[src/design/egb_pkg.sv]
package egb_pkg;

    localparam int CHANNEL_COUNT = 64;
    localparam int CH_W          = 6;
    localparam int MAX_RADIUS    = 30;
    localparam int NUM_W         = 50;
    localparam int QDEPTH        = 4;
    localparam int QPTR_W        = 2;

    localparam logic [13:0] FILTER_BASE  = 14'd1000;
    localparam logic [13:0] FILTER_SLOPE = 14'd100;
    localparam logic [31:0] MIN_AGE      = 32'd2000;

    typedef struct packed {
        logic [31:0] event_time;
        logic [5:0]  event_channel;
        logic        event_polarity;
    } in_item_t;

    typedef struct packed {
        logic        record_kind;
        logic [31:0] node_index;
        logic [31:0] neighbor_index;
        logic [31:0] node_time;
        logic [5:0]  node_channel;
        logic [31:0] feature_time;
        logic [31:0] feature_channel;
        logic        polarity_out;
        logic        last;
    } out_item_t;

    typedef struct packed {
        logic [4:0]  radius;
        logic [5:0]  stride;
        logic [31:0] age_limit;
        logic [31:0] norm_window;
        logic        feature_mode;
        logic        pol_enable;
    } cfg_t;

    typedef enum logic [2:0] {
        REG_CHANNEL_RADIUS = 3'd0,
        REG_SKIP_CHANNELS  = 3'd1,
        REG_AGE_LIMIT      = 3'd2,
        REG_NORM_WINDOW    = 3'd3,
        REG_FEATURE_MODE   = 3'd4,
        REG_POL_ENABLE     = 3'd5
    } reg_idx_t;

    typedef enum logic {
        F_IDLE,
        F_EVAL
    } front_state_t;

    typedef enum logic [3:0] {
        B_IDLE,
        B_SELF,
        B_SCAN,
        B_CHK,
        B_MT,
        B_MTW,
        B_MC,
        B_MCW,
        B_FT,
        B_FTW,
        B_FC,
        B_FCW,
        B_NODE
    } back_state_t;

endpackage

[src/design/egb_front.sv]
module egb_front (
    input  logic              clk,
    input  logic              rst_n,
    input  logic              in_valid,
    output logic              in_ready,
    input  egb_pkg::in_item_t in_data,
    input  logic              q_full,
    output logic              q_push,
    output egb_pkg::in_item_t q_data
);

    egb_pkg::front_state_t state_reg, state_next;
    egb_pkg::in_item_t     item_reg;
    logic [33:0]           filt_mem [egb_pkg::CHANNEL_COUNT];
    logic [33:0]           filt_q;
    logic [63:0]           fvalid_reg, fvalid_next;
    logic                  accept;
    logic                  wr_en;
    logic [31:0]           prev_t, dt;
    logic [1:0]            prev_l, new_l;
    logic                  fire;
    logic [13:0]           period;
    logic [14:0]           period2;
    logic [5:0]            ch;

    assign ch       = item_reg.event_channel;
    assign in_ready = (state_reg == egb_pkg::F_IDLE) && !q_full;
    assign accept   = in_valid && in_ready;
    assign q_data   = item_reg;

    // Evaluate leaky counter against one or two decay periods
    always_comb
    begin
        prev_t  = fvalid_reg[ch] ? filt_q[33:2] : 32'd0;
        prev_l  = fvalid_reg[ch] ? filt_q[1:0] : 2'd0;
        dt      = (item_reg.event_time >= prev_t) ? item_reg.event_time - prev_t : 32'd0;
        period  = egb_pkg::FILTER_BASE + egb_pkg::FILTER_SLOPE * {8'd0, ch};
        period2 = {period, 1'b0};
        fire    = 1'b0;
        new_l   = 2'd1;
        case (prev_l)
            2'd1:
            begin
                new_l = (dt >= {18'd0, period}) ? 2'd1 : 2'd2;
            end
            2'd2:
            begin
                if (dt >= {17'd0, period2})
                begin
                    new_l = 2'd1;
                end
                else if (dt >= {18'd0, period})
                begin
                    new_l = 2'd2;
                end
                else
                begin
                    fire  = 1'b1;
                    new_l = 2'd0;
                end
            end
            default:
            begin
                new_l = 2'd1;
            end
        endcase
    end

    // Sequence accept and evaluate
    always_comb
    begin
        state_next  = state_reg;
        wr_en       = 1'b0;
        q_push      = 1'b0;
        fvalid_next = fvalid_reg;
        unique case (state_reg)
            egb_pkg::F_IDLE:
            begin
                if (accept)
                begin
                    state_next = egb_pkg::F_EVAL;
                end
            end
            egb_pkg::F_EVAL:
            begin
                wr_en           = 1'b1;
                q_push          = fire;
                fvalid_next[ch] = 1'b1;
                state_next      = egb_pkg::F_IDLE;
            end
            default:
            begin
                state_next = egb_pkg::F_IDLE;
            end
        endcase
    end

    always_ff @(posedge clk or negedge rst_n)
    begin
        if (!rst_n)
        begin
            state_reg  <= egb_pkg::F_IDLE;
            fvalid_reg <= '0;
        end
        else
        begin
            state_reg  <= state_next;
            fvalid_reg <= fvalid_next;
        end
    end

    // Capture item and read filter entry
    always_ff @(posedge clk)
    begin
        if (accept)
        begin
            item_reg <= in_data;
            filt_q   <= filt_mem[in_data.event_channel];
        end
        if (wr_en)
        begin
            filt_mem[ch] <= {item_reg.event_time, new_l};
        end
    end

endmodule

[config.mk]
export PLATFORM = sky130hd
export DESIGN_NAME = egb_front
export DESIGN_NICKNAME = d
export VERILOG_FILES = /design/src/design/egb_pkg.sv /design/src/design/egb_front.sv
export SDC_FILE = /design/constraint.sdc
export NUM_CORES = 2
export LEC_CHECK = 0
export ABC_AREA = 1
export BUFFER_PORTS_ARGS = -buffer_cell sky130_fd_sc_hd__buf_2
export CORE_MARGIN = 2
export CORE_UTILIZATION = 25
export DETAILED_ROUTE_END_ITERATION = 10
export MAX_ROUTING_LAYER = met4
export SYNTH_ARGS = -nofsm -noshare
export SYNTH_HDL_FRONTEND = slang
export SYNTH_SLANG_ARGS = --single-unit
[constraint.sdc]
create_clock -name clk -period 6.54 [get_ports clk]
set_input_delay 0.654 -clock clk [delete_from_list [all_inputs] [get_ports clk]]
set_output_delay 0.654 -clock clk [all_outputs]
set_load 0.01 [all_outputs]
==> flow_metrics.py <==
metrics = {
    "floorplan": {
        "start_util_pct": 25.15,
        "die_area_um2": 379900,
        "die_h_um": 616.4,
        "fp.dieW_um": 616.4,
        "coreArea_um2": 372800,
        "rows": 224,
        "ios": 84,
    },
    "setup_path": {
        "path_class": "flop to output pin",
        "cp.arrival_ns": 5.74,
        "crit_path_start_kind": "flop",
        "cp.required_ns": 5.89,
        "crit_fanout": 8,
        "slowest_stage": "edfxtp_1",
        "max_stage_delay_ns": 0.42,
        "endpoint_kind": "output pin",
    },
    "run_status": {
        "status": "finished, final reports clean",
    },
    "drt": {
        "finalWirelength_um": 303100,
        "drt_iter0_drc": 8575,
        "drc": 0,
        "dr.pass1.iters": 6,
        "vias_per_cell": 4.978,
        "wl_per_cell_um": 23.84,
        "vias": 63290,
        "ant_nets": 0,
    },
    "layout": {
        "ff_latch_area_um2": 69160,
        "multiInputGateArea_um2": 23200,
        "syn_to_final_growth_pct": 17.10,
        "largest_register_ffs": 2176,
        "stdcell_count": 12720,
        "fin_nets": 7669,
        "layout-drive-gt1-share_pct": 12.27,
        "nFillCells": 37630,
        "final_cell_area_um2": 109800,
    },
    "power": {
        "p_per_area_nw_per_um2": 289.9,
        "p_total_mw": 31.82,
        "p_leak_nw": 35.11,
        "peakVddDrop_mv": 0.2660,
    },
    "synth": {
        "yosysSeqAreaShare_pct": 73.78,
        "yosysTopAreaCell": "edfxtp_1",
        "synth_nets": 7568,
        "ys_ff_latch": 2314,
        "synth_ff_type": "edfxtp_1",
        "synth.most_common_cell": "edfxtp_1",
        "syn-instance-count": 7438,
        "avgSynthCellArea_um2": 12.60,
        "synth_warnings": 0,
        "synth.area.top_cells": "edfxtp_1 72%, o21ai_0 7.7%, nor2_1 6.4%",
        "synthArstFlopShare_pct": 2.809,
        "ys_types": 48,
        "yosysTopAreaCellShare_pct": 72.04,
        "synthTopCellsByCount": "2249 x edfxtp_1, 1604 x nor2_1, 1435 x o21ai_0, 674 x o22ai_1, 399 x clkbuf_1",
        "syn-cell-area_um2": 93740,
        "synth_edf_count": 2249,
    },
    "timing": {
        "max_freq_mhz": 156.3,
        "finalCriticalPeriod_ns": 6.398,
        "final_hold_viol_count": 0,
        "maxSlewHeadroom_pct": 11.50,
        "timing.hold.ws_ns": 0.05362,
        "worstMarginPinSlew_ns": 1.324,
        "final-setup-viol-count": 0,
        "maxSlewViolCount": 0,
        "fin_crit_sh_pct": 97.83,
        "rsz0062_at_grt": "true",
        "fin_skew_ns": 0.04652,
    },
    "clocking": {
        "clk_pin_slew_worst_paths_ns": 0.06,
        "cts_tree": "built",
        "cts_buffers": 227,
        "clkLatencyLatePin_ns": 0.88,
        "root_buffer": "clkbuf_16",
        "cts.sinks": 2314,
        "clk_path_buf_depth": 3,
        "cts.htree.levels": 4,
    },
    "global_routing": {
        "antenna_found_initial": 14,
        "grt_max_degree": 191,
        "grt_overflow_total": 0,
        "grt_pass1_vias": 57750,
        "grt_usage_pct": 15.81,
        "grt_first_pass_wirelength_um": 429300,
    },
    "flow_run": {
        "drv_cap": 0,
    },
    "min_path": {
        "hold_path.class": "primary input to flop",
    },
    "placement": {
        "place_hpwl_um": 174000,
        "place_area_um2": 100800,
        "gp_congestion": 0.9857,
        "place_inst": 12210,
        "port_buffers": 83,
    },
}
-- layout by cell type (no fill, tap or decap), drive strengths merged, types with 2 or more instances in the layout --
master       count
a21oi           54
buf            335
xnor2           12
nand3           63
clkbuf         273
ha              85
bufinv          20
a221oi           2
nor3             7
nor2          1611
xor2            15
o32ai           30
o221ai          14
dfrtp           65
dlygate4sd3     31
nand3b           7
nand2          337
o31ai            2
and2             5
nor3b            2
clkinv         118
nand4           14
o311ai           2
o22ai          674
diode            6
edfxtp        2249
o21bai           5
o21ai         1444
o211ai           4
inv            189
clkinvlp        12
fa               2
or2             49
-- metal layers --
layer | up-vias | part of all wire, % | track usage (%)
li1 | 27690 | - | -
met1 | 31970 | 43 | 22.01
met2 | 3185 | 44 | 23.46
met3 | 446 | 10 | 3.249
met4 | 0 | 2.6 | 3.948
met5 | - | 0 | -
-- area by class of cell --
class	count	area share, %
Sequential cell	2314	63.00
Multi-Input combinational cell	4445	21.14
Tap cell	4972	5.667
Clock buffer	269	5.377
Timing Repair Buffer	370	2.826
Clock inverter	158	1.299
Inverter	180	0.6634
Antenna cell	6	0.01368
Timing Repair inverter	1	0.01026
-- power by group --
| part | internal [mW] | switching [mW] |
|---|---|---|
| combinational | 0.744 | 1.76 |
| clock | 7.24 | 5.71 |
| sequential | 16.3 | 0.0753 |
| total | 24.3 | 7.54 |
-- per-stage QoR --
| step | utilization [%] | TNS, ns | setup WS (ns) |
|---|---|---|---|
| 5_1_grt | 29.45 | -0.07482 | -0.07482 |
| 4_1_cts | 29.26 | 0 | 0.01449 |
| 2_1_floorplan | - | 0 | 0.006452 |
| 3_3_place_gp | 27.03 | 0 | 0.3932 |
| 3_5_place_dp | 27.03 | 0 | 0.3120 |
| 6_report | 29.45 | 0 | 0.1421 |
-- worst paths after layout --
path	slack, ns	depth (start not counted)	startpoint	to
worst max-delay path	0.14	34	ch[0]	q_push
max in group asynchronous	5.17	3	rst_n	fvalid_reg[43]
min in group asynchronous	0.24	2	rst_n	fvalid_reg[3]
worst min register to register	0.46	2	fvalid_reg[25]	fvalid_reg[25]
worst max register to register	1.14	35	ch[0]	filt_mem[58][1]
worst min-delay path	0.05	1	in_data[31]	q_data[31]
-- what timing repair did --
| item | 4_1_cts | 5_1_grt |
|---|---|---|
| hold buffers | 31 | 0 |
| buffers inserted | 21 | 18 |
| endpoints found under the hold margin | 35 | 0 |
| pin swaps | 15 | 57 |
| setup endpoints to repair | 1 | 1 |
| cloned | 3 | 5 |
| gates resized for setup | 71 | 123 |
-- logic make-up (layout without fill, tap and decap cells) --
| group | after synthesis | after routing | share of synthesized area (%) |
|---|---|---|---|
| AO/OA/AOI/OAI | 2234 | 2234 | 13.07 |
| XOR/XNOR | 27 | 27 | 0.2603 |
| adder cells (fa/ha/maj) | 87 | 87 | 1.177 |
| buffers and inverters | 679 | 978 | 2.882 |
| flip-flops | 2314 | 2314 | 73.78 |
| other | 0 | 6 | 0 |
| AND/OR/NAND/NOR | 2097 | 2097 | 8.830 |
-- critical path, delay by kind of cell (launching register included) --
kind                       cells  cell delay, ns
AOI/OAI and AO/OA              8            1.11
adders and majority gates      2            0.52
buffers and inverters          9            1.17
DFF                            1            0.42
and+or+nand+nor               15            1.61
No activity file was read; power rests on OpenSTA's default activity.
