## src/design/egb_pkg.sv

```systemverilog
package egb_pkg;

    localparam int CHANNEL_COUNT = 64;
    localparam int CH_W          = 6;
    localparam int MAX_RADIUS    = 30;
    localparam int NUM_W         = 50;
    localparam int QDEPTH        = 4;
    localparam int QPTR_W        = 2;

    localparam logic [13:0] FILTER_BASE  = 14'd1000;
    localparam logic [13:0] FILTER_SLOPE = 14'd100;
    localparam logic [31:0] MIN_AGE      = 32'd2000;

    typedef struct packed {
        logic [31:0] event_time;
        logic [5:0]  event_channel;
        logic        event_polarity;
    } in_item_t;

    typedef struct packed {
        logic        record_kind;
        logic [31:0] node_index;
        logic [31:0] neighbor_index;
        logic [31:0] node_time;
        logic [5:0]  node_channel;
        logic [31:0] feature_time;
        logic [31:0] feature_channel;
        logic        polarity_out;
        logic        last;
    } out_item_t;

    typedef struct packed {
        logic [4:0]  radius;
        logic [5:0]  stride;
        logic [31:0] age_limit;
        logic [31:0] norm_window;
        logic        feature_mode;
        logic        pol_enable;
    } cfg_t;

    typedef enum logic [2:0] {
        REG_CHANNEL_RADIUS = 3'd0,
        REG_SKIP_CHANNELS  = 3'd1,
        REG_AGE_LIMIT      = 3'd2,
        REG_NORM_WINDOW    = 3'd3,
        REG_FEATURE_MODE   = 3'd4,
        REG_POL_ENABLE     = 3'd5
    } reg_idx_t;

    typedef enum logic {
        F_IDLE,
        F_EVAL
    } front_state_t;

    typedef enum logic [3:0] {
        B_IDLE,
        B_SELF,
        B_SCAN,
        B_CHK,
        B_MT,
        B_MTW,
        B_MC,
        B_MCW,
        B_FT,
        B_FTW,
        B_FC,
        B_FCW,
        B_NODE
    } back_state_t;

endpackage

```

## src/design/egb_fifo.sv

```systemverilog
module egb_fifo (
    input  logic              clk,
    input  logic              rst_n,
    input  logic              push,
    input  egb_pkg::in_item_t wdata,
    input  logic              pop,
    output egb_pkg::in_item_t rdata,
    output logic              full,
    output logic              empty
);

    egb_pkg::in_item_t                mem [egb_pkg::QDEPTH];
    logic [egb_pkg::QPTR_W-1:0]       wr_ptr_reg, wr_ptr_next;
    logic [egb_pkg::QPTR_W-1:0]       rd_ptr_reg, rd_ptr_next;
    logic [egb_pkg::QPTR_W:0]         count_reg, count_next;

    assign full  = (count_reg == (egb_pkg::QPTR_W+1)'(egb_pkg::QDEPTH));
    assign empty = (count_reg == '0);
    assign rdata = mem[rd_ptr_reg];

    // Advance pointers and count
    always_comb
    begin
        wr_ptr_next = wr_ptr_reg + (egb_pkg::QPTR_W)'(push);
        rd_ptr_next = rd_ptr_reg + (egb_pkg::QPTR_W)'(pop);
        count_next  = count_reg + (egb_pkg::QPTR_W+1)'(push) - (egb_pkg::QPTR_W+1)'(pop);
    end

    always_ff @(posedge clk or negedge rst_n)
    begin
        if (!rst_n)
        begin
            wr_ptr_reg <= '0;
            rd_ptr_reg <= '0;
            count_reg  <= '0;
        end
        else
        begin
            wr_ptr_reg <= wr_ptr_next;
            rd_ptr_reg <= rd_ptr_next;
            count_reg  <= count_next;
        end
    end

    // Store pushed item
    always_ff @(posedge clk)
    begin
        if (push)
        begin
            mem[wr_ptr_reg] <= wdata;
        end
    end

endmodule

```

## config.mk

```make
export PLATFORM = sky130hd
export DESIGN_NAME = egb_fifo
export DESIGN_NICKNAME = d
export VERILOG_FILES = /design/src/design/egb_pkg.sv /design/src/design/egb_fifo.sv
export SDC_FILE = /design/constraint.sdc
export NUM_CORES = 1
export LEC_CHECK = 0
export ABC_AREA = 1
export BUFFER_PORTS_ARGS = -buffer_cell sky130_fd_sc_hd__buf_2
export CAP_MARGIN = 20
export CORE_MARGIN = 4
export CORE_UTILIZATION = 52
export CTS_BUF_LIST = sky130_fd_sc_hd__clkbuf_4 sky130_fd_sc_hd__clkbuf_8 sky130_fd_sc_hd__clkbuf_16
export CTS_CLUSTER_DIAMETER = 100
export DETAILED_ROUTE_END_ITERATION = 16
export GPL_TIMING_DRIVEN = 0
export PLACE_DENSITY = 0.86
export SLEW_MARGIN = 20
export SYNTH_ARGS = -nofsm -noshare
export SYNTH_HDL_FRONTEND = slang
export SYNTH_SLANG_ARGS = --single-unit
export TNS_END_PERCENT = 100
```

## constraint.sdc

```tcl
create_clock -name clk -period 3.8 [get_ports clk]
set_clock_uncertainty 0.2 [all_clocks]
set_input_delay 0.76 -clock clk [delete_from_list [all_inputs] [get_ports clk]]
set_output_delay 0.76 -clock clk [all_outputs]
set_load 0.02 [all_outputs]
```

==> results of run 1 <==
[cells in the mapped netlist, types with 2 or more instances]
| cell type | number |
|---|---|
| buf_2 | 16 |
| buf_4 | 3 |
| buf_6 | 4 |
| clkbuf_1 | 3 |
| dfrtp_1 | 7 |
| edfxtp_1 | 156 |
| ha_1 | 4 |
| inv_1 | 166 |
| nand2_1 | 200 |
| nand3_1 | 79 |
| nor3_1 | 6 |
| xor2_1 | 2 |
[critical path: cells and delay by family, from the launching register on]
| kind | cells | cell delay (ns) |
|---|---|---|
| flip-flops | 1 | 0.36 |
| AND/OR/NAND/NOR | 2 | 0.18 |
| buffers and inverters | 5 | 0.83 |
[power by group]
group	internal [mW]	leakage, nW	switching [mW]
clock	0.906	0.276	0.681
combinational	0.822	2.17	1.79
sequential	2.36	1.51	0.0945
total	4.09	3.96	2.56
[path summary, 6_finish.rpt]
kind / to / start / cells after the start / slack (ns)
worst max-delay path: rdata[26] / rd_ptr_reg[1]$_DFF_PN0_ / 7 / 1.05
worst min-delay path: rd_ptr_reg[0]$_DFF_PN0_ / rd_ptr_reg[0]$_DFF_PN0_ / 1 / 0.31
worst max register to register: mem[0][24]$_DFFE_PP_ / wr_ptr_reg[1]$_DFF_PN0_ / 3 / 1.69
worst min register to register: rd_ptr_reg[0]$_DFF_PN0_ / rd_ptr_reg[0]$_DFF_PN0_ / 1 / 0.31
max in group asynchronous: rd_ptr_reg[1]$_DFF_PN0_ / rst_n / 2 / 2.72
min in group asynchronous: count_reg[0]$_DFF_PN0_ / rst_n / 2 / 0.50
[cell type report]
| cell class | count | area [um^2] | area share |
|---|---|---|---|
| buffer | 26 | 159 | 0.0192 |
| clock buffer | 17 | 425 | 0.0514 |
| clock inverter | 15 | 131 | 0.0159 |
| inverter | 167 | 627 | 0.0757 |
| multi-input combinational | 292 | 1280 | 0.155 |
| sequential | 163 | 4860 | 0.587 |
| tap | 172 | 215 | 0.0260 |
| timing repair buffer | 103 | 579 | 0.0700 |
[logic make-up after synthesis]
kind of cell	after synthesis
XOR/XNOR	2
adder cells (fa/ha/maj)	5
buffers and inverters	193
flip-flops	163
AND/OR/NAND/NOR	285
[cell usage in the layout, fill, tap and decap left out]
cell,Yosys,layout
buf_6,4,7
bufinv_16,0,1
nand3_1,79,79
clkbuf_1,3,3
buf_4,3,19
clkinv_2,0,4
dlygate4sd3_1,0,1
inv_2,1,1
ha_1,4,4
clkinvlp_4,0,1
dfrtp_1,7,7
nor3_2,0,4
inv_6,0,5
clkinv_1,0,1
nand2_1,200,200
nor3_1,6,2
inv_1,166,166
fa_1,1,1
buf_2,16,99
xor2_1,2,2
clkinv_4,0,3
edfxtp_1,156,156
clkbuf_16,0,17
[metal layers]
metal | vias up | global-route usage | share of wire
li1 | 2268 | - | -
met1 | 2114 | 0.235 | 0.40
met2 | 145 | 0.329 | 0.51
met3 | 34 | 0.0677 | 0.070
met4 | 4 | 0.0644 | 0.019
met5 | - | 0 | 0.0010
[repair_timing]
item / CTS / global route
endpoints found under the hold margin: 7 / 0
buffers inserted: 0 / 0
hold buffers: 1 / 0
==> summary.md, run 1 <==
| Metric | Value |
|---|---|
| Fmax | ~360 MHz |
| Initial Util | 0.539 |
| Mapped Area | around 7000 um^2 |
| Syn Inst Count | around 650 |
| WP data arrival | about 1.8 ns |
| Core Rows | 41 |
| Setup tns final | 0 ns |
| DRC Markers | 0 |
| Pre-CTS setup slack | around 1.2 ns |
| CP max stage cell | dfrtp_1 |
| Hold WS | 0.308 ns |
| Worst skew pair latency | between 0.4 and 0.5 ns |
| Total power | ~6.7 mW |
| Synth Area in Compound Gates | 0 |
| Endpoints failing setup | 0 |
| DR vias/cell | 4.78 |
| Number of CTS-inserted buffers | 17 |
| Final Worst Setup Slack | approximately 1.1 ns |
| Pins Over Slew Limit | 0 |
| CP Cell Sequence | buf_2 > inv_1 > buf_4 > buf_4 > nand3_1 > nand2_1 > buf_2 |
| Die footprint | roughly 15000 um^2 |
| # clock sinks | 163 |
| Final Instance Area | between 8000 and 9000 um^2 |
| Largest family of logic cells by synthesized area | simple AND/OR/NAND/NOR gates |
| Final RePlAce weighted congestion | between 0.7 and 0.8 |
| Routed len/inst | roughly 15 um |
| Crit path capture type | output port |
| Crit Path Class | reg -> out |
| Fin. Hold Viols | 0 |
| Number of global-route vias before repair | approximately 4.5k |
| CTS-repair resized insts | 0 |
| Diode count | 0 |
| Layout overhead on the synthesized area | 19.8% |
| Fill count | around 940 |
| Post-synthesis async set-or-reset flop share | 0.0429 |
| Nets | ~820 |
| Top area cells in the synthesized netlist | edfxtp_1, nand2_1, inv_1, nand3_1, dfrtp_1 |
| Placed Cells | around 920 |
| Final cell count without fillers | ~960 |
| DRT iter0 DRCs | 274 |
| Finished Core Util | 0.646 |
| Multiplexer area fraction after synthesis | 0 |
| Pin slew with the least headroom to its limit | roughly 0.72 ns |
| Post-Route WL | 14000 um |
| Number of synthesized flops with an enable pin | approximately 160 |
| CTS tree | yes |
| I/O Buffers | 83 |
| Setup crit start kind | flip-flop |
| First-pass GRT wire length | 21800 um |
| Avg Cell Area, Syn | 10.7 um^2 |
| Syn Nets | roughly 700 |
| YS warnings | 0 |
| Post-synthesis sequential area ratio | 0.703 |
| Top FF cell, synth | edfxtp_1 |
| Outcome | finished clean |
| Antenna Nets Post-Route | 0 |
| Worst-path clk slew | around 0.060 ns |
| DIE WIDTH | approximately 120 um |
| Tcrit/Tclk final | 0.723 |
| Via count | 4565 |
| Top cell type by total area after synthesis | edfxtp_1 |
| Die Y | ~120 um |
| Max-cap violations | 0 |
| Crit-path max FO | 10 |
| GRT Overall Usage | 0.195 |
| Post-layout min period | 2.75 ns |
| Pwr/cell area | between 800 and 900 nW/um^2 |
| HPWL Detailed | around 9300 um |
| Share of cells above drive strength 1 | 0.206 |
| DP Area | 7710 um^2 |
| Peak supply drop | 0.438 mV |
| Pre-antenna DRT Iters | 5 |
| # IOs | between 80 and 90 |
| Post-Synth Adder-Cell Area | 0.0101 |
| XOR/XNOR Fraction of Synth Area | 0.00254 |
| CP required | around 2.8 ns |
| Initial antenna violation count | 2 |
| Synth top area share | 0.678 |
| Hold crit path type | reg -> reg |
| CTS max path bufs | 2 |
| Max FFs per register | 156 |
| Root Buffer | clkbuf_16 |
| RSZ-0062 raised after global routing | false |
| Max H-tree Level | 4 |
| Max incr delay on CP | approximately 0.36 ns |
| Simple-gate share of the synthesized area | 0.170 |
| Slew headroom | 0.517 |
| Grt total ovfl | 0 |
| Largest net degree at the start of global routing | 17 |
| Post-synthesis cell type count | 14 |
| Core footprint | 12800 um^2 |
| P_leak | ~4.0 nW |
| Number of synthesized register bits | approximately 160 |
No activity file was read; power rests on OpenSTA's default activity.
==> run 2, diff against run 1 <==
==> constraint.sdc (replaced) <==
create_clock -name clk -period 2.2 [get_ports clk]
set_clock_uncertainty 0.2 [all_clocks]
set_input_delay 0.44 -clock clk [delete_from_list [all_inputs] [get_ports clk]]
set_output_delay 0.44 -clock clk [all_outputs]
set_load 0.02 [all_outputs]
==> summary.md, run 2 (synthesized netlist as in run 1, its figures left out) <==
| Metric | Value |
|---|---|
| CTS max path bufs | 2 |
| # IOs | 84 |
| Max H-tree Level | 4 |
| Pre-CTS setup slack | around 0.076 ns |
| RSZ-0062 raised after global routing | true |
| Peak supply drop | around 0.94 mV |
| GRT Overall Usage | 0.203 |
| Via count | 4659 |
| Critical path buffer and inverter count | 5 |
| CTS tree | yes |
| Routed len/inst | roughly 16 um |
| CP Cell Sequence | buf_6 > inv_8 > buf_12 > buf_8 > nand2_2 > nand3_2 > nand2_2 > buf_6 |
| Final RePlAce weighted congestion | between 0.7 and 0.8 |
| Worst skew pair latency | about 0.42 ns |
| CP top delay family | buffers and inverters |
| Antenna Nets Post-Route | 0 |
| Endpoints failing setup | 37 |
| Layout overhead on the synthesized area | 32.6% |
| Post-Route WL | between 15000 and 20000 um |
| R2r endpoint | mem[3][21]$_DFFE_PP_ |
| Nets | 819 |
| Net switching power | 4.95 mW |
| Number of cells on the worst hold path | 1 |
| Final Worst Setup Slack | -0.0849 ns |
| Met3 Use GR | 0.0563 |
| Pins Over Slew Limit | 0 |
| First-pass GRT wire length | around 23000 um |
| HPWL Detailed | ~9400 um |
| Crit-path max FO | 7 |
| DRT iter0 DRCs | ~320 |
| Root Buffer | clkbuf_16 |
| Fin. Hold Viols | 0 |
| Tcrit/Tclk final | 1.04 |
| Worst R2R Setup Slack | roughly 0.12 ns |
| # clock sinks | between 150 and 200 |
| RR Startpoint | wr_ptr_reg[1]$_DFF_PN0_ |
| Die Y | 123 um |
| CP max stage cell | dfrtp_1 |
| Post-layout min period | 2.28 ns |
| DR vias/cell | roughly 4.9 |
| Commonest non-fill, non-tap cell in the layout | inv_1 |
| DRC Markers | 0 |
| Pre-antenna DRT Iters | 4 |
| Largest net degree at the start of global routing | 17 |
| CP required | 1.56 ns |
| Cell Int Power | 8.82 mW |
| Comb power frac | 0.450 |
| Pwr/cell area | between 1500 and 2000 nW/um^2 |
| Diode count | 0 |
| Finished Core Util | 0.714 |
| Max-cap violations | 0 |
| Worst Hold Path EP | mem[3][23]$_DFFE_PP_ |
| Hold Startpoint | wdata[23] |
| Worst-path clk slew | around 0.060 ns |
| I/O Buffers | 83 |
| Outcome | finished with violations |
| Core Rows | 41 |
| DIE WIDTH | around 120 um |
| Max incr delay on CP | ~0.39 ns |
| M2 GR Usage | 0.357 |
| P_leak | ~4.3 nW |
| Hold crit path type | in -> reg |
| Hold WS | about 0.022 ns |
| Busiest layer in global routing | met2 |
| Total power | about 14 mW |
| Fmax | between 400 and 500 MHz |
| Part of the power in registers | 0.310 |
| Core footprint | ~13000 um^2 |
| Global routing usage on met1 | 0.231 |
| Most frequent cells in the layout | inv_1, edfxtp_1, nand2_1 |
| Fill count | between 800 and 900 |
| Max FFs per register | around 160 |
| Die footprint | between 15000 and 20000 um^2 |
| Grt total ovfl | 0 |
| Pin slew with the least headroom to its limit | between 0.7 and 0.8 ns |
| Slew headroom | 0.498 |
| Initial Util | 0.539 |
| Crit Path Class | reg -> out |
| FF-to-FF path depth | 3 |
| Setup crit start kind | flip-flop |
| Number of global-route vias before repair | between 4k and 5k |
| Failing checks | negative setup slack |
| Clk pwr share | 0.240 |
| Number of CTS-inserted buffers | 17 |
| WP data arrival | approximately 1.6 ns |
| Initial antenna violation count | 0 |
| Sw Share | 0.359 |
| Share of cells above drive strength 1 | 0.306 |
| Crit path capture type | output port |
==> run 2: per-stage QoR <==
stage | cell area, um^2 | instances | setup TNS (ns)
floorplan | 6930 | 648 | -75.45
global placement | 7560 | 903 | -262.11
detailed placement | 7740 | 914 | 0
CTS | 8860 | 956 | -2.78
global route | 9160 | 956 | -3.97
finish | 9160 | 956 | -1.47
==> run 2: metal layers <==
metal,vias to the layer above,wire length (um)
li1,2271,-
met1,2200,5790
met2,158,8010
met3,30,1050
met4,0,317
met5,-,0
==> run 2: how the worst max path moves through the flow <==
stage / startpoint / endpoint / slack, ns / depth (start not counted)
after floorplan: wr_ptr_reg[1]$_DFF_PN0_ / mem[3][0]$_DFFE_PP_ / -0.50 / 2
after global placement: push / mem[2][18]$_DFFE_PP_ / -1.71 / 3
after detailed placement: push / mem[0][17]$_DFFE_PP_ / 0.08 / 5
after CTS: rd_ptr_reg[0]$_DFF_PN0_ / rdata[18] / -0.11 / 9
after global routing: rd_ptr_reg[0]$_DFF_PN0_ / rdata[0] / -0.16 / 7
final: rd_ptr_reg[0]$_DFF_PN0_ / rdata[38] / -0.08 / 8
==> run 2: final cells by class <==
class / instances / area (um^2) / area share
multi-input combinational: 292 / 1620 / 0.176
tap: 172 / 215 / 0.0235
buffer: 26 / 264 / 0.0288
timing repair buffer: 104 / 901 / 0.0983
sequential: 163 / 4860 / 0.531
clock buffer: 21 / 462 / 0.0504
clock inverter: 11 / 208 / 0.0227
inverter: 167 / 634 / 0.0693
==> run 2: power by group through the flow <==
stage	Combinational, mW	Sequential, mW	Clock [mW]
after CTS	5.61	4.26	3.32
after detailed placement	4.55	4.32	0
final	6.20	4.26	3.30
after global placement	4.26	4.34	0
after floorplan	2.91	4.29	0
after global routing	6.65	4.32	3.44
==> run 2: what timing repair did <==
item | CTS | global route
hold buffers | 1 | 0
setup endpoints to repair | 39 | 39
cloned | 2 | 0
resized for setup | 98 | 94
pin swaps | 11 | 20
endpoints found under the hold margin | 7 | 0
setup buffers | 7 | 2
==> run 3, diff against run 2 <==
--- a/config.mk
+++ b/config.mk
@@ -8,6 +8,7 @@
 export ABC_AREA = 1
 export BUFFER_PORTS_ARGS = -buffer_cell sky130_fd_sc_hd__buf_2
 export CAP_MARGIN = 20
+export CORE_ASPECT_RATIO = 1.75
 export CORE_MARGIN = 4
 export CORE_UTILIZATION = 52
 export CTS_BUF_LIST = sky130_fd_sc_hd__clkbuf_4 sky130_fd_sc_hd__clkbuf_8 sky130_fd_sc_hd__clkbuf_16
@@ -15,7 +16,8 @@
 export DETAILED_ROUTE_END_ITERATION = 16
 export GPL_TIMING_DRIVEN = 0
 export PLACE_DENSITY = 0.86
-export SLEW_MARGIN = 20
+export RECOVER_POWER = 25
+export SLEW_MARGIN = 25
 export SYNTH_ARGS = -nofsm -noshare
 export SYNTH_HDL_FRONTEND = slang
 export SYNTH_SLANG_ARGS = --single-unit
==> summary.md, run 3 (synthesized netlist as in run 1, its figures left out) <==
| Metric | Value |
|---|---|
| Number of CTS-inserted buffers | 17 |
| Antenna Nets Post-Route | 0 |
| Crit-path max FO | 10 |
| Root Buffer | clkbuf_16 |
| Tcrit/Tclk final | 1.03 |
| Setup crit start kind | flip-flop |
| Core footprint | 13000 um^2 |
| Fin. Hold Viols | 0 |
| Failing checks | negative setup slack |
| Hold crit path type | in -> reg |
| Pin slew with the least headroom to its limit | between 0.5 and 0.6 ns |
| Slew headroom | 0.633 |
| Worst-path clk slew | approximately 0.06 ns |
| Commonest non-fill, non-tap cell in the layout | nand2_1 |
| Final cell count without fillers | roughly 960 |
| Critical Path Sink | rdata[6] |
| CP required | between 1.5 and 2 ns |
| Die Y | about 160 um |
| # IOs | between 80 and 90 |
| Pre-CTS setup slack | around 0.098 ns |
| Via count | roughly 4.7k |
| GRT Overall Usage | 0.210 |
| R2r endpoint | mem[3][24]$_DFFE_PP_ |
| Core Rows | 55 |
| Grt total ovfl | 0 |
| Worst skew pair latency | approximately 0.42 ns |
| Max H-tree Level | 4 |
| CTS tree | yes |
| Worst Setup SP | rd_ptr_reg[0]$_DFF_PN0_ |
| WP data arrival | approximately 1.6 ns |
| Total power | 12.8 mW |
| Outcome | finished with violations |
| DRT iter0 DRCs | 279 |
| Post-Route WL | around 15000 um |
| Nets | about 820 |
| P_leak | ~4.1 nW |
| DRC Markers | 0 |
| Crit Path Class | reg -> out |
| Layout overhead on the synthesized area | 27.3% |
| CTS max path bufs | 2 |
| Die footprint | 15300 um^2 |
| Crit path capture type | output port |
| Setup tns final | -1.18 ns |
| DR vias/cell | ~4.9 |
| Initial antenna violation count | 0 |
| Most frequent cells in the layout | nand2_1, inv_1, edfxtp_1 |
| RSZ-0062 raised after global routing | true |
| Pwr/cell area | 1450 nW/um^2 |
| Worst R2R Setup Slack | ~0.13 ns |
| FF-to-FF path depth | 4 |
| Largest net degree at the start of global routing | 17 |
| Share of cells above drive strength 1 | 0.216 |
| First-pass GRT wire length | approximately 24000 um |
| Fmax | 439 MHz |
| DIE WIDTH | about 95 um |
| Post-layout min period | around 2.3 ns |
| Peak supply drop | 0.898 mV |
| Finished Core Util | 0.676 |
| Final Worst Setup Slack | -0.0758 ns |
| Hold Startpoint | wdata[27] |
| RR Startpoint | wr_ptr_reg[1]$_DFF_PN0_ |
| Routed len/inst | about 15 um |
| Hold WS | 0.0404 ns |
| Final Instance Area | between 8000 and 9000 um^2 |
| HPWL Detailed | a little under 10000 um |
| Placed Cells | 914 |
| Pins Over Slew Limit | 0 |
| Pre-antenna DRT Iters | 4 |
| I/O Buffers | 83 |
| Max-cap violations | 0 |
| Endpoints failing setup | 37 |
| Max FFs per register | ~160 |
| Initial Util | 0.531 |
| # clock sinks | 163 |
| Final RePlAce weighted congestion | 0.768 |
| DP Area | approximately 7800 um^2 |
| Number of global-route vias before repair | 4888 |
## run 3: timing repair
action                                 CTS  global route
resized for setup                       97            14
gates cloned                             2             0
pin swaps                               11             4
buffers inserted                        10             0
setup endpoints to repair               39            39
endpoints found under the hold margin    7             0
hold buffers                             1             0
## run 3: area by class of cell
cell class | count | area [um^2]
antenna | 1 | 2.50
buffer | 25 | 273
clock buffer | 18 | 433
clock inverter | 13 | 134
fill | 852 | 4210
inverter | 167 | 629
multi-input combinational | 292 | 1410
sequential | 163 | 4860
tap | 171 | 214
timing repair buffer | 108 | 838
## run 3: how the worst min path moves through the flow
stage	cells past startpoint	to	slack, ns
final	1	mem[2][27]$_DFFE_PP_	0.04
after global routing	1	mem[0][24]$_DFFE_PP_	0.03
after CTS	1	mem[2][2]$_DFFE_PP_	0.02
after detailed placement	1	count_reg[1]$_DFF_PN0_	0.09
after global placement	1	count_reg[0]$_DFF_PN0_	0.08
after floorplan	0	count_reg[0]$_DFF_PN0_	-0.06
## run 3: metal layers
layer / vias up / track usage / routed length (um)
li1: 2268 / - / -
met1: 2190 / 0.222 / 5140
met2: 179 / 0.386 / 8390
met3: 30 / 0.0553 / 942
met4: 0 / 0.0815 / 359
met5: - / 0 / 0
## run 3: worst max-delay path: stages (launching register included)
cell and delay (ns):
dfrtp_2 0.46, inv_4 0.10, buf_4 0.13, buf_8 0.13, nand2_1 0.07, nand3_1 0.09
nand2_1 0.09, buf_6 0.14
## run 3: power breakdown
group / switching [mW] / leakage, nW / internal [mW]
logic: 3.38 / 2.29 / 2.31
registers: 0.198 / 1.51 / 4.08
clock network: 1.14 / 0.268 / 1.67
