--- src/design/egb_pkg.sv ---
package egb_pkg;

    localparam int CHANNEL_COUNT = 64;
    localparam int CH_W          = 6;
    localparam int MAX_RADIUS    = 30;
    localparam int NUM_W         = 50;
    localparam int QDEPTH        = 4;
    localparam int QPTR_W        = 2;

    localparam logic [13:0] FILTER_BASE  = 14'd1000;
    localparam logic [13:0] FILTER_SLOPE = 14'd100;
    localparam logic [31:0] MIN_AGE      = 32'd2000;

    typedef struct packed {
        logic [31:0] event_time;
        logic [5:0]  event_channel;
        logic        event_polarity;
    } in_item_t;

    typedef struct packed {
        logic        record_kind;
        logic [31:0] node_index;
        logic [31:0] neighbor_index;
        logic [31:0] node_time;
        logic [5:0]  node_channel;
        logic [31:0] feature_time;
        logic [31:0] feature_channel;
        logic        polarity_out;
        logic        last;
    } out_item_t;

    typedef struct packed {
        logic [4:0]  radius;
        logic [5:0]  stride;
        logic [31:0] age_limit;
        logic [31:0] norm_window;
        logic        feature_mode;
        logic        pol_enable;
    } cfg_t;

    typedef enum logic [2:0] {
        REG_CHANNEL_RADIUS = 3'd0,
        REG_SKIP_CHANNELS  = 3'd1,
        REG_AGE_LIMIT      = 3'd2,
        REG_NORM_WINDOW    = 3'd3,
        REG_FEATURE_MODE   = 3'd4,
        REG_POL_ENABLE     = 3'd5
    } reg_idx_t;

    typedef enum logic {
        F_IDLE,
        F_EVAL
    } front_state_t;

    typedef enum logic [3:0] {
        B_IDLE,
        B_SELF,
        B_SCAN,
        B_CHK,
        B_MT,
        B_MTW,
        B_MC,
        B_MCW,
        B_FT,
        B_FTW,
        B_FC,
        B_FCW,
        B_NODE
    } back_state_t;

endpackage

--- src/design/egb_div.sv ---
module egb_div (
    input  logic                      clk,
    input  logic                      rst_n,
    input  logic                      start,
    input  logic [egb_pkg::NUM_W-1:0] num,
    input  logic [31:0]               den,
    output logic                      done,
    output logic [egb_pkg::NUM_W-1:0] quo
);

    logic [31:0]               rem_reg, rem_next;
    logic [egb_pkg::NUM_W-1:0] quo_reg, quo_next;
    logic [31:0]               den_reg;
    logic [5:0]                cnt_reg, cnt_next;
    logic                      busy_reg, busy_next;
    logic                      done_reg, done_next;
    logic [32:0]               trial;
    logic                      qbit;

    assign done = done_reg;
    assign quo  = quo_reg;

    // Shift in one numerator bit and subtract when it fits
    always_comb
    begin
        trial     = {rem_reg, quo_reg[egb_pkg::NUM_W-1]};
        qbit      = (trial >= {1'b0, den_reg});
        rem_next  = rem_reg;
        quo_next  = quo_reg;
        cnt_next  = cnt_reg;
        busy_next = busy_reg;
        done_next = 1'b0;
        if (start)
        begin
            rem_next  = '0;
            quo_next  = num;
            cnt_next  = 6'(egb_pkg::NUM_W - 1);
            busy_next = 1'b1;
        end
        else if (busy_reg)
        begin
            rem_next = qbit ? 32'(trial - {1'b0, den_reg}) : trial[31:0];
            quo_next = {quo_reg[egb_pkg::NUM_W-2:0], qbit};
            cnt_next = cnt_reg - 6'd1;
            if (cnt_reg == '0)
            begin
                busy_next = 1'b0;
                done_next = 1'b1;
            end
        end
    end

    always_ff @(posedge clk or negedge rst_n)
    begin
        if (!rst_n)
        begin
            busy_reg <= 1'b0;
            done_reg <= 1'b0;
            cnt_reg  <= '0;
        end
        else
        begin
            busy_reg <= busy_next;
            done_reg <= done_next;
            cnt_reg  <= cnt_next;
        end
    end

    always_ff @(posedge clk)
    begin
        rem_reg <= rem_next;
        quo_reg <= quo_next;
        if (start)
        begin
            den_reg <= den;
        end
    end

endmodule

--- src/design/egb_back.sv ---
module egb_back (
    input  logic               clk,
    input  logic               rst_n,
    input  egb_pkg::cfg_t      cfg,
    input  logic               q_empty,
    input  egb_pkg::in_item_t  q_data,
    output logic               q_pop,
    output logic               out_valid,
    input  logic               out_ready,
    output egb_pkg::out_item_t out_data
);

    egb_pkg::back_state_t state_reg, state_next;
    egb_pkg::in_item_t    item_reg, item_next;
    egb_pkg::out_item_t   out_reg, out_next;
    logic                 out_valid_reg;
    logic                 load;
    logic                 ofree;

    logic [31:0] rt_mem [egb_pkg::CHANNEL_COUNT];
    logic [31:0] rn_mem [egb_pkg::CHANNEL_COUNT];
    logic [31:0] rt_q, rn_q;
    logic [63:0] rvalid_reg, rvalid_next;
    logic        rd_en, wr_en;

    logic [31:0]        node_cnt_reg, node_cnt_next;
    logic signed [8:0]  n_reg, n_next;
    logic signed [8:0]  n_hi;
    logic [37:0]        sum_t_reg, sum_t_next;
    logic signed [12:0] sum_c_reg, sum_c_next;
    logic [5:0]         cnt_reg, cnt_next;
    logic [32:0]        mean_t_reg, mean_t_next;
    logic [11:0]        mean_c_reg, mean_c_next;
    logic               neg_c_reg, neg_c_next;
    logic [31:0]        ft_reg, ft_next, fc_reg, fc_next;

    logic                      div_start;
    logic [egb_pkg::NUM_W-1:0] div_num;
    logic [31:0]               div_den;
    logic                      div_done;
    logic [egb_pkg::NUM_W-1:0] div_quo;

    logic [5:0]  ch;
    logic [5:0]  n6;
    logic [31:0] age;
    logic        link;
    logic        in_range;
    logic [12:0] mag_c;
    logic [31:0] d_t, d_c;
    logic [31:0] fc_shift;

    assign out_valid = out_valid_reg;
    assign out_data  = out_reg;
    assign ofree     = !out_valid_reg || out_ready;
    assign ch        = item_reg.event_channel;
    assign n6        = n_reg[5:0];
    assign n_hi      = $signed({3'b000, ch}) + $signed({4'b0000, cfg.radius});
    assign in_range  = (n_reg[8:6] == 3'b000);
    assign age       = item_reg.event_time - rt_q;
    assign link      = (item_reg.event_time >= rt_q) && (age > egb_pkg::MIN_AGE)
                       && (age <= cfg.age_limit);
    assign mag_c     = sum_c_reg[12] ? 13'(-sum_c_reg) : sum_c_reg;
    assign d_t       = cfg.feature_mode ? cfg.norm_window : cfg.age_limit;
    assign d_c       = {27'd0, cfg.radius};
    // Global channel scale: mean * 65536 / 64 is an exact shift by 10
    assign fc_shift  = {10'd0, mean_c_reg, 10'd0};

    egb_div u_div (
        .clk   (clk),
        .rst_n (rst_n),
        .start (div_start),
        .num   (div_num),
        .den   (div_den),
        .done  (div_done),
        .quo   (div_quo)
    );

    // Walk neighbors, emit records, run the mean and scale divisions
    always_comb
    begin
        state_next    = state_reg;
        item_next     = item_reg;
        node_cnt_next = node_cnt_reg;
        n_next        = n_reg;
        sum_t_next    = sum_t_reg;
        sum_c_next    = sum_c_reg;
        cnt_next      = cnt_reg;
        mean_t_next   = mean_t_reg;
        mean_c_next   = mean_c_reg;
        neg_c_next    = neg_c_reg;
        ft_next       = ft_reg;
        fc_next       = fc_reg;
        rvalid_next   = rvalid_reg;
        q_pop         = 1'b0;
        rd_en         = 1'b0;
        wr_en         = 1'b0;
        load          = 1'b0;
        out_next      = '0;
        div_start     = 1'b0;
        div_num       = '0;
        div_den       = '0;
        unique case (state_reg)
            egb_pkg::B_IDLE:
            begin
                if (!q_empty)
                begin
                    q_pop      = 1'b1;
                    item_next  = q_data;
                    sum_t_next = '0;
                    sum_c_next = '0;
                    cnt_next   = '0;
                    ft_next    = '0;
                    fc_next    = '0;
                    state_next = egb_pkg::B_SELF;
                end
            end
            egb_pkg::B_SELF:
            begin
                out_next.node_index     = node_cnt_reg;
                out_next.neighbor_index = node_cnt_reg;
                if (ofree)
                begin
                    load       = 1'b1;
                    n_next     = $signed({3'b000, ch}) - $signed({4'b0000, cfg.radius});
                    state_next = egb_pkg::B_SCAN;
                end
            end
            egb_pkg::B_SCAN:
            begin
                if (n_reg > n_hi)
                begin
                    state_next = (cnt_reg == '0) ? egb_pkg::B_NODE : egb_pkg::B_MT;
                end
                else if (in_range && rvalid_reg[n6])
                begin
                    rd_en      = 1'b1;
                    state_next = egb_pkg::B_CHK;
                end
                else
                begin
                    n_next = n_reg + $signed({3'b000, cfg.stride});
                end
            end
            egb_pkg::B_CHK:
            begin
                out_next.node_index     = node_cnt_reg;
                out_next.neighbor_index = rn_q;
                if (!link)
                begin
                    n_next     = n_reg + $signed({3'b000, cfg.stride});
                    state_next = egb_pkg::B_SCAN;
                end
                else if (ofree)
                begin
                    load     = 1'b1;
                    cnt_next = cnt_reg + 6'd1;
                    if (cfg.feature_mode)
                    begin
                        sum_t_next = sum_t_reg + {6'd0, rt_q};
                        sum_c_next = sum_c_reg + $signed({7'd0, n6});
                    end
                    else
                    begin
                        sum_t_next = sum_t_reg + {6'd0, age};
                        sum_c_next = sum_c_reg + $signed({7'd0, ch}) - $signed({7'd0, n6});
                    end
                    n_next     = n_reg + $signed({3'b000, cfg.stride});
                    state_next = egb_pkg::B_SCAN;
                end
            end
            egb_pkg::B_MT:
            begin
                div_start  = 1'b1;
                div_num    = {12'd0, sum_t_reg} + {45'd0, cnt_reg[5:1]};
                div_den    = {26'd0, cnt_reg};
                state_next = egb_pkg::B_MTW;
            end
            egb_pkg::B_MTW:
            begin
                if (div_done)
                begin
                    mean_t_next = div_quo[32:0];
                    state_next  = egb_pkg::B_MC;
                end
            end
            egb_pkg::B_MC:
            begin
                div_start  = 1'b1;
                div_num    = {37'd0, mag_c} + {45'd0, cnt_reg[5:1]};
                div_den    = {26'd0, cnt_reg};
                neg_c_next = sum_c_reg[12];
                state_next = egb_pkg::B_MCW;
            end
            egb_pkg::B_MCW:
            begin
                if (div_done)
                begin
                    mean_c_next = div_quo[11:0];
                    state_next  = egb_pkg::B_FT;
                end
            end
            egb_pkg::B_FT:
            begin
                if (d_t == '0)
                begin
                    state_next = egb_pkg::B_FC;
                end
                else
                begin
                    div_start  = 1'b1;
                    div_num    = {1'b0, mean_t_reg, 16'd0} + {19'd0, d_t[31:1]};
                    div_den    = d_t;
                    state_next = egb_pkg::B_FTW;
                end
            end
            egb_pkg::B_FTW:
            begin
                if (div_done)
                begin
                    ft_next    = (div_quo > 50'h7FFFFFFF) ? 32'h7FFFFFFF : div_quo[31:0];
                    state_next = egb_pkg::B_FC;
                end
            end
            egb_pkg::B_FC:
            begin
                if (cfg.feature_mode)
                begin
                    fc_next    = neg_c_reg ? 32'(-fc_shift) : fc_shift;
                    state_next = egb_pkg::B_NODE;
                end
                else if (d_c == '0)
                begin
                    state_next = egb_pkg::B_NODE;
                end
                else
                begin
                    div_start  = 1'b1;
                    div_num    = {22'd0, mean_c_reg, 16'd0} + {19'd0, d_c[31:1]};
                    div_den    = d_c;
                    state_next = egb_pkg::B_FCW;
                end
            end
            egb_pkg::B_FCW:
            begin
                if (div_done)
                begin
                    if (neg_c_reg)
                    begin
                        fc_next = (div_quo >= 50'h80000000) ? 32'h80000000
                                                            : 32'(-div_quo[31:0]);
                    end
                    else
                    begin
                        fc_next = (div_quo > 50'h7FFFFFFF) ? 32'h7FFFFFFF : div_quo[31:0];
                    end
                    state_next = egb_pkg::B_NODE;
                end
            end
            egb_pkg::B_NODE:
            begin
                out_next.record_kind     = 1'b1;
                out_next.node_index      = node_cnt_reg;
                out_next.node_time       = item_reg.event_time;
                out_next.node_channel    = ch;
                out_next.feature_time    = ft_reg;
                out_next.feature_channel = fc_reg;
                out_next.polarity_out    = cfg.pol_enable & item_reg.event_polarity;
                out_next.last            = 1'b1;
                if (ofree)
                begin
                    load            = 1'b1;
                    wr_en           = 1'b1;
                    rvalid_next[ch] = 1'b1;
                    node_cnt_next   = node_cnt_reg + 32'd1;
                    state_next      = egb_pkg::B_IDLE;
                end
            end
            default:
            begin
                state_next = egb_pkg::B_IDLE;
            end
        endcase
    end

    always_ff @(posedge clk or negedge rst_n)
    begin
        if (!rst_n)
        begin
            state_reg     <= egb_pkg::B_IDLE;
            out_valid_reg <= 1'b0;
            rvalid_reg    <= '0;
            node_cnt_reg  <= '0;
        end
        else
        begin
            state_reg     <= state_next;
            rvalid_reg    <= rvalid_next;
            node_cnt_reg  <= node_cnt_next;
            if (load)
            begin
                out_valid_reg <= 1'b1;
            end
            else if (out_ready)
            begin
                out_valid_reg <= 1'b0;
            end
        end
    end

    // Hold working registers
    always_ff @(posedge clk)
    begin
        item_reg   <= item_next;
        n_reg      <= n_next;
        sum_t_reg  <= sum_t_next;
        sum_c_reg  <= sum_c_next;
        cnt_reg    <= cnt_next;
        mean_t_reg <= mean_t_next;
        mean_c_reg <= mean_c_next;
        neg_c_reg  <= neg_c_next;
        ft_reg     <= ft_next;
        fc_reg     <= fc_next;
        if (load)
        begin
            out_reg <= out_next;
        end
    end

    // Read and update the latest-event tables
    always_ff @(posedge clk)
    begin
        if (rd_en)
        begin
            rt_q <= rt_mem[n6];
            rn_q <= rn_mem[n6];
        end
        if (wr_en)
        begin
            rt_mem[ch] <= item_reg.event_time;
            rn_mem[ch] <= node_cnt_reg;
        end
    end

endmodule

--- config.mk ---
export PLATFORM = sky130hd
export DESIGN_NAME = egb_back
export DESIGN_NICKNAME = d
export VERILOG_FILES = /design/src/design/egb_pkg.sv /design/src/design/egb_div.sv /design/src/design/egb_back.sv
export SDC_FILE = /design/constraint.sdc
export NUM_CORES = 2
export LEC_CHECK = 0
export BUFFER_PORTS_ARGS = -buffer_cell sky130_fd_sc_hd__buf_4
export CAP_MARGIN = 10
export CELL_PAD_IN_SITES_DETAIL_PLACEMENT = 2
export CELL_PAD_IN_SITES_GLOBAL_PLACEMENT = 2
export CORE_AREA = 10 10 667 669
export DETAILED_ROUTE_END_ITERATION = 7
export DIE_AREA = 0 0 677 679
export PLACE_DENSITY = 0.79
export SYNTH_ARGS = -nofsm -noshare
export SYNTH_HDL_FRONTEND = slang
export SYNTH_SLANG_ARGS = --single-unit
--- constraint.sdc ---
create_clock -name clk -period 16.8 [get_ports clk]
set_input_delay 0.84 -clock clk [delete_from_list [all_inputs] [get_ports clk]]
set_output_delay 0.84 -clock clk [all_outputs]
set_load 0.02 [all_outputs]
==> impl_metrics.yaml, run 1 <==
run_status:
  run_status: "did not finish"
  failed_stage: "clock tree synthesis (4_1_cts)"
  stop_error: "[ERROR DPL-0033] detailed placement checks failed during check placement."
floorplanning:
  dieHeight_um: 679
  core.rowCount: 241
  die_boundary_width_um: 677
  top_level_ports: 291
  floorplan.initialDensity: 0.449
place:
  post-dp-hpwl_mm: 488
  place.port_buffers: 290
  dpl.cell_count: 15300
  gpl.final_weighted_congestion: 0.886
  detailed_place.area_um2: 204000
clock_tree:
  post_cts_repair_setup_buffers: 0
  cts_root_buf: "sky130_fd_sc_hd__clkbuf_16"
  cts_inserted_buffers: 520
  ctsHoldBuffers: 29
  cts_resized: 0
  clock_sink_count: 4766
  clk_path_buf_depth: 4
  cts_htree_levels: 6
logic_synthesis:
  synth_area_per_cell_um2: 20.4
  synth-seq-area-share: 0.736
  netlist-cell-type-count: 98
  yosys_register_bits: 4766
  synthFlopType: "sky130_fd_sc_hd__edfxtp_1"
  count_of_synthesis_stage_warnings_from_yosys: 0
  synth-edff-count: 4625
  mappedNetlistNets: 9835
  synthArstFlopShare: 0.0229
  syn-cell-area_um2: 193000
  post_synth_inst_count: 9482
## cell families after synthesis
group	synth area share
muxes	0.162
xor gates and xnor gates	0.0107
buffers and inverters	0.0133
other	0.0000194
and+or+nand+nor	0.0345
AOI/OAI and AO/OA	0.0273
DFF	0.736
adders and majority gates	0.0157
## cells in the mapped netlist, types with 110 or more instances
cell,number,area share
sky130_fd_sc_hd__o21ai_0,188,0.0049
sky130_fd_sc_hd__xor2_1,112,0.0051
sky130_fd_sc_hd__nor2_1,414,0.0080
sky130_fd_sc_hd__nand3_1,110,0.0029
sky130_fd_sc_hd__inv_1,216,0.0042
sky130_fd_sc_hd__mux4_2,1362,0.16
sky130_fd_sc_hd__a21oi_1,205,0.0053
sky130_fd_sc_hd__edfxtp_1,4625,0.72
sky130_fd_sc_hd__clkbuf_1,327,0.0064
sky130_fd_sc_hd__xnor2_1,125,0.0057
sky130_fd_sc_hd__ha_1,217,0.014
sky130_fd_sc_hd__and2_1,120,0.0039
sky130_fd_sc_hd__nand2_1,242,0.0047
## per-stage QoR
step            util  worst slack (ns)
2_1_floorplan      -              2.63
3_3_place_gp   0.473              8.89
3_5_place_dp   0.473              8.21
==> inputs of run 2 (changes only) <==
--- a/config.mk
+++ b/config.mk
@@ -7,12 +7,10 @@
 export LEC_CHECK = 0
 export BUFFER_PORTS_ARGS = -buffer_cell sky130_fd_sc_hd__buf_4
 export CAP_MARGIN = 10
-export CELL_PAD_IN_SITES_DETAIL_PLACEMENT = 2
-export CELL_PAD_IN_SITES_GLOBAL_PLACEMENT = 2
-export CORE_AREA = 10 10 667 669
+export CORE_AREA = 10 10 814 816
 export DETAILED_ROUTE_END_ITERATION = 7
-export DIE_AREA = 0 0 677 679
-export PLACE_DENSITY = 0.79
+export DIE_AREA = 0 0 824 826
+export PLACE_DENSITY_LB_ADDON = 0.15
 export SYNTH_ARGS = -nofsm -noshare
 export SYNTH_HDL_FRONTEND = slang
 export SYNTH_SLANG_ARGS = --single-unit
==> impl_metrics.yaml, run 2 <==
floorplanning:
  floorplan.initialDensity: 0.299
  top_level_ports: 291
  core.rowCount: 296
  dieArea_um2: 681000
  die_boundary_width_um: 824
  dieHeight_um: 826
  core-area_um2: 647000
power_and_ir_drop:
  max-vdd-ir-drop_mv: 0.127
  power.static_leakage_nw: 67.3
  power_density_nw_per_um2: 155
  post-layout-total-power_mw: 35.0
logic_synthesis:
  synth_top_cells_by_area: "sky130_fd_sc_hd__edfxtp_1 (72%), sky130_fd_sc_hd__mux4_2 (16%), sky130_fd_sc_hd__dfrtp_1 (1.4%), sky130_fd_sc_hd__ha_1 (1.4%), sky130_fd_sc_hd__nor2_1 (0.80%)"
  list_of_most_frequent_post_synthesis_cells: "sky130_fd_sc_hd__edfxtp_1 (4625), sky130_fd_sc_hd__mux4_2 (1362), sky130_fd_sc_hd__nor2_1 (414)"
  synthFlopType: "sky130_fd_sc_hd__edfxtp_1"
  synthMostInstantiatedCell: "sky130_fd_sc_hd__edfxtp_1"
  count_of_synthesis_stage_warnings_from_yosys: 0
  synth_area_per_cell_um2: 20.4
  synth-seq-area-share: 0.736
  synth.top_cell.area_share: 0.719
  synthArstFlopShare: 0.0229
  synth-edff-count: 4625
  netlist-cell-type-count: 98
  yosys_register_bits: 4766
  post-synth-top-area-cell: "sky130_fd_sc_hd__edfxtp_1"
  syn-cell-area_um2: 193000
  post_synth_inst_count: 9482
  mappedNetlistNets: 9835
clock_tree:
  cts_root_buf: "sky130_fd_sc_hd__clkbuf_16"
  clk_path_buf_depth: 4
  clock_sink_count: 4766
  cts_tree: "built"
  cts_inserted_buffers: 551
  clk_transition_reported_paths_ns: 0.06
  clk_latency_ns: 1.09
  cts_resized: 0
  cts_htree_levels: 6
global_route:
  grt_overflow: 0
  grt_pass1_vias: 103000
  grt_start_max_net_pins: 134
  grt.total_usage: 0.188
  grt_antenna_before_repair: 53
  wire_length_of_the_first_global_routing_pass_mm: 895
worst_setup_path:
  crit_buf_inv: 3
  critical_path.cell_chain: "buf_4 -> ha_1 -> a211oi_2 -> o21bai_1 -> a2111oi_1 -> nor3_1 -> nor3_2 -> mux2i_1 -> nor2_1 -> ha_1 -> nand4_1 -> nor4_1 -> nand3_1 -> or4b_1 -> a221o_1 -> a41o_2 -> a21oi_4 -> buf_4 -> buf_4"
  critical_path_class: "flip-flop to flip-flop"
  cp_data_required_time_ns: 17.48
  critical_path.max_stage_delay_ns: 0.77
  worstPathMaxFanout: 68
  crit_top_cell: "sky130_fd_sc_hd__buf_4"
  top_family_by_delay_on_critical_path: "simple AND/OR/NAND/NOR gates"
  critical_path_sink_type: "flip-flop"
  worst_ep_arrival_time_ns: 8.84
  critical_path.slowest_cell: "sky130_fd_sc_hd__buf_4"
  startpoint_type_of_the_worst_setup_path: "flip-flop"
drt:
  wl_per_cell_um: 34.1
  vias: 101000
  vias_per_cell: 5.23
  postRouteAntennaNets: 0
  drt_pre_antenna_iters: 8
  drt_wl_total_mm: 658
  met2WireLength_mm: 318
  route.met3.wl_mm: 36.3
  drcViolationCount: 0
  uppermost_layer_routed: "met5"
  drt_first_iter_violations: 12400
  wirelength_met1_mm: 288
timing:
  summed_negative_setup_slack_over_all_endpoints_ns: 0
  worst-slew-pin-transition_ns: 1.24
  rsz0062_at_grt: "no"
  hold_viol_final: 0
  clock.fmax_mhz: 122
  setup_viol_count_final: 0
  timing.final.max_slew_violations: 0
  slew_headroom: 0.176
  final.period_utilization: 0.486
  min_period_ns: 8.16
  final.setup_skew_ns: 0.106
place:
  place.port_buffers: 290
  gpl.final_weighted_congestion: 0.851
  dpl.cell_count: 18300
  post-dp-hpwl_mm: 367
finish:
  final_net_count: 10600
  areaGrowthSynthToFinish_pct: 16.7
  stdcell_count: 19300
  final_cell_mix: "sky130_fd_sc_hd__edfxtp_1 (4625), sky130_fd_sc_hd__mux4_2 (1362), sky130_fd_sc_hd__buf_4 (587)"
  drive_above_1_share: 0.278
  final_common_cell: "sky130_fd_sc_hd__edfxtp_1"
hold_path:
  hold_class: "primary input to flip-flop"
run_status:
  run_status: "finished clean"
run:
  cap_violations: 0
-- run 2: cell counts after synthesis --
No cell type changed its count.
-- run 2: layout make-up --
type | instances | area [µm²]
Fill cell | 60200 | 422000
Clock inverter | 284 | 2590
Multi-Input combinational cell | 4042 | 48900
Antenna cell | 20 | 50.0
Timing Repair Buffer | 644 | 5210
Sequential cell | 4766 | 142000
Clock buffer | 697 | 14700
Inverter | 223 | 856
Tap cell | 8642 | 10800
-- run 2: kinds of logic after synthesis --
kind of cell / synth area share
adders and majority gates: 0.0157
and+or+nand+nor: 0.0345
other: 0.0000194
muxes: 0.162
AOI/OAI and AO/OA: 0.0273
DFF: 0.736
xor gates and xnor gates: 0.0107
buffers and inverters: 0.0133
-- run 2: final timing paths --
kind / start / cells after the start / slack (ns) / end
hold reg to reg: rvalid_reg[38] / 1 / 0.46 / rvalid_reg[38]
setup / recovery: item_reg[18] / 19 / 8.64 / out_data[24]
hold / removal: q_data[34] / 1 / 0.11 / item_reg[34]
max in group asynchronous: rst_n / 4 / 14.67 / node_cnt_reg[18]
min in group asynchronous: rst_n / 2 / 0.29 / u_div.cnt_reg[0]
setup reg to reg: item_reg[18] / 19 / 8.64 / out_data[24]
-- run 2: through the flow --
step | cell area (µm²) | hold WS (ns) | util | setup WS [ns]
after floorplan | 193000 | 0.424 | - | 2.63
after global placement | 208000 | 0.446 | 0.321 | 8.61
after detailed placement | 208000 | 0.449 | 0.321 | 8.63
after CTS | 225000 | 0.00254 | 0.348 | 8.65
after global routing | 225000 | 0.0390 | 0.348 | 8.19
final | 225000 | 0.107 | 0.348 | 8.64
-- run 2: timing repair --
action                                  CTS  global route
endpoints found under the setup margin    0             0
setup buffers                             0             0
hold buffers                             33             0
endpoints found under the hold margin    57             0
-- run 2: layer usage --
metal	global-route usage	vias to the layer above
li1	-	40700
met1	0.264	55800
met2	0.312	3742
met3	0.0236	801
met4	0.0436	6
met5	0	-
-- run 2: power by group --
| part | internal (mW) | switching, mW | total (mW) |
|---|---|---|---|
| Clock | 6.63 | 4.97 | 11.6 |
| Combinational | 3.74 | 5.47 | 9.20 |
| Sequential | 13.8 | 0.439 | 14.2 |
| Total | 24.2 | 10.9 | 35.0 |
Power figures use the tool's default switching activity.
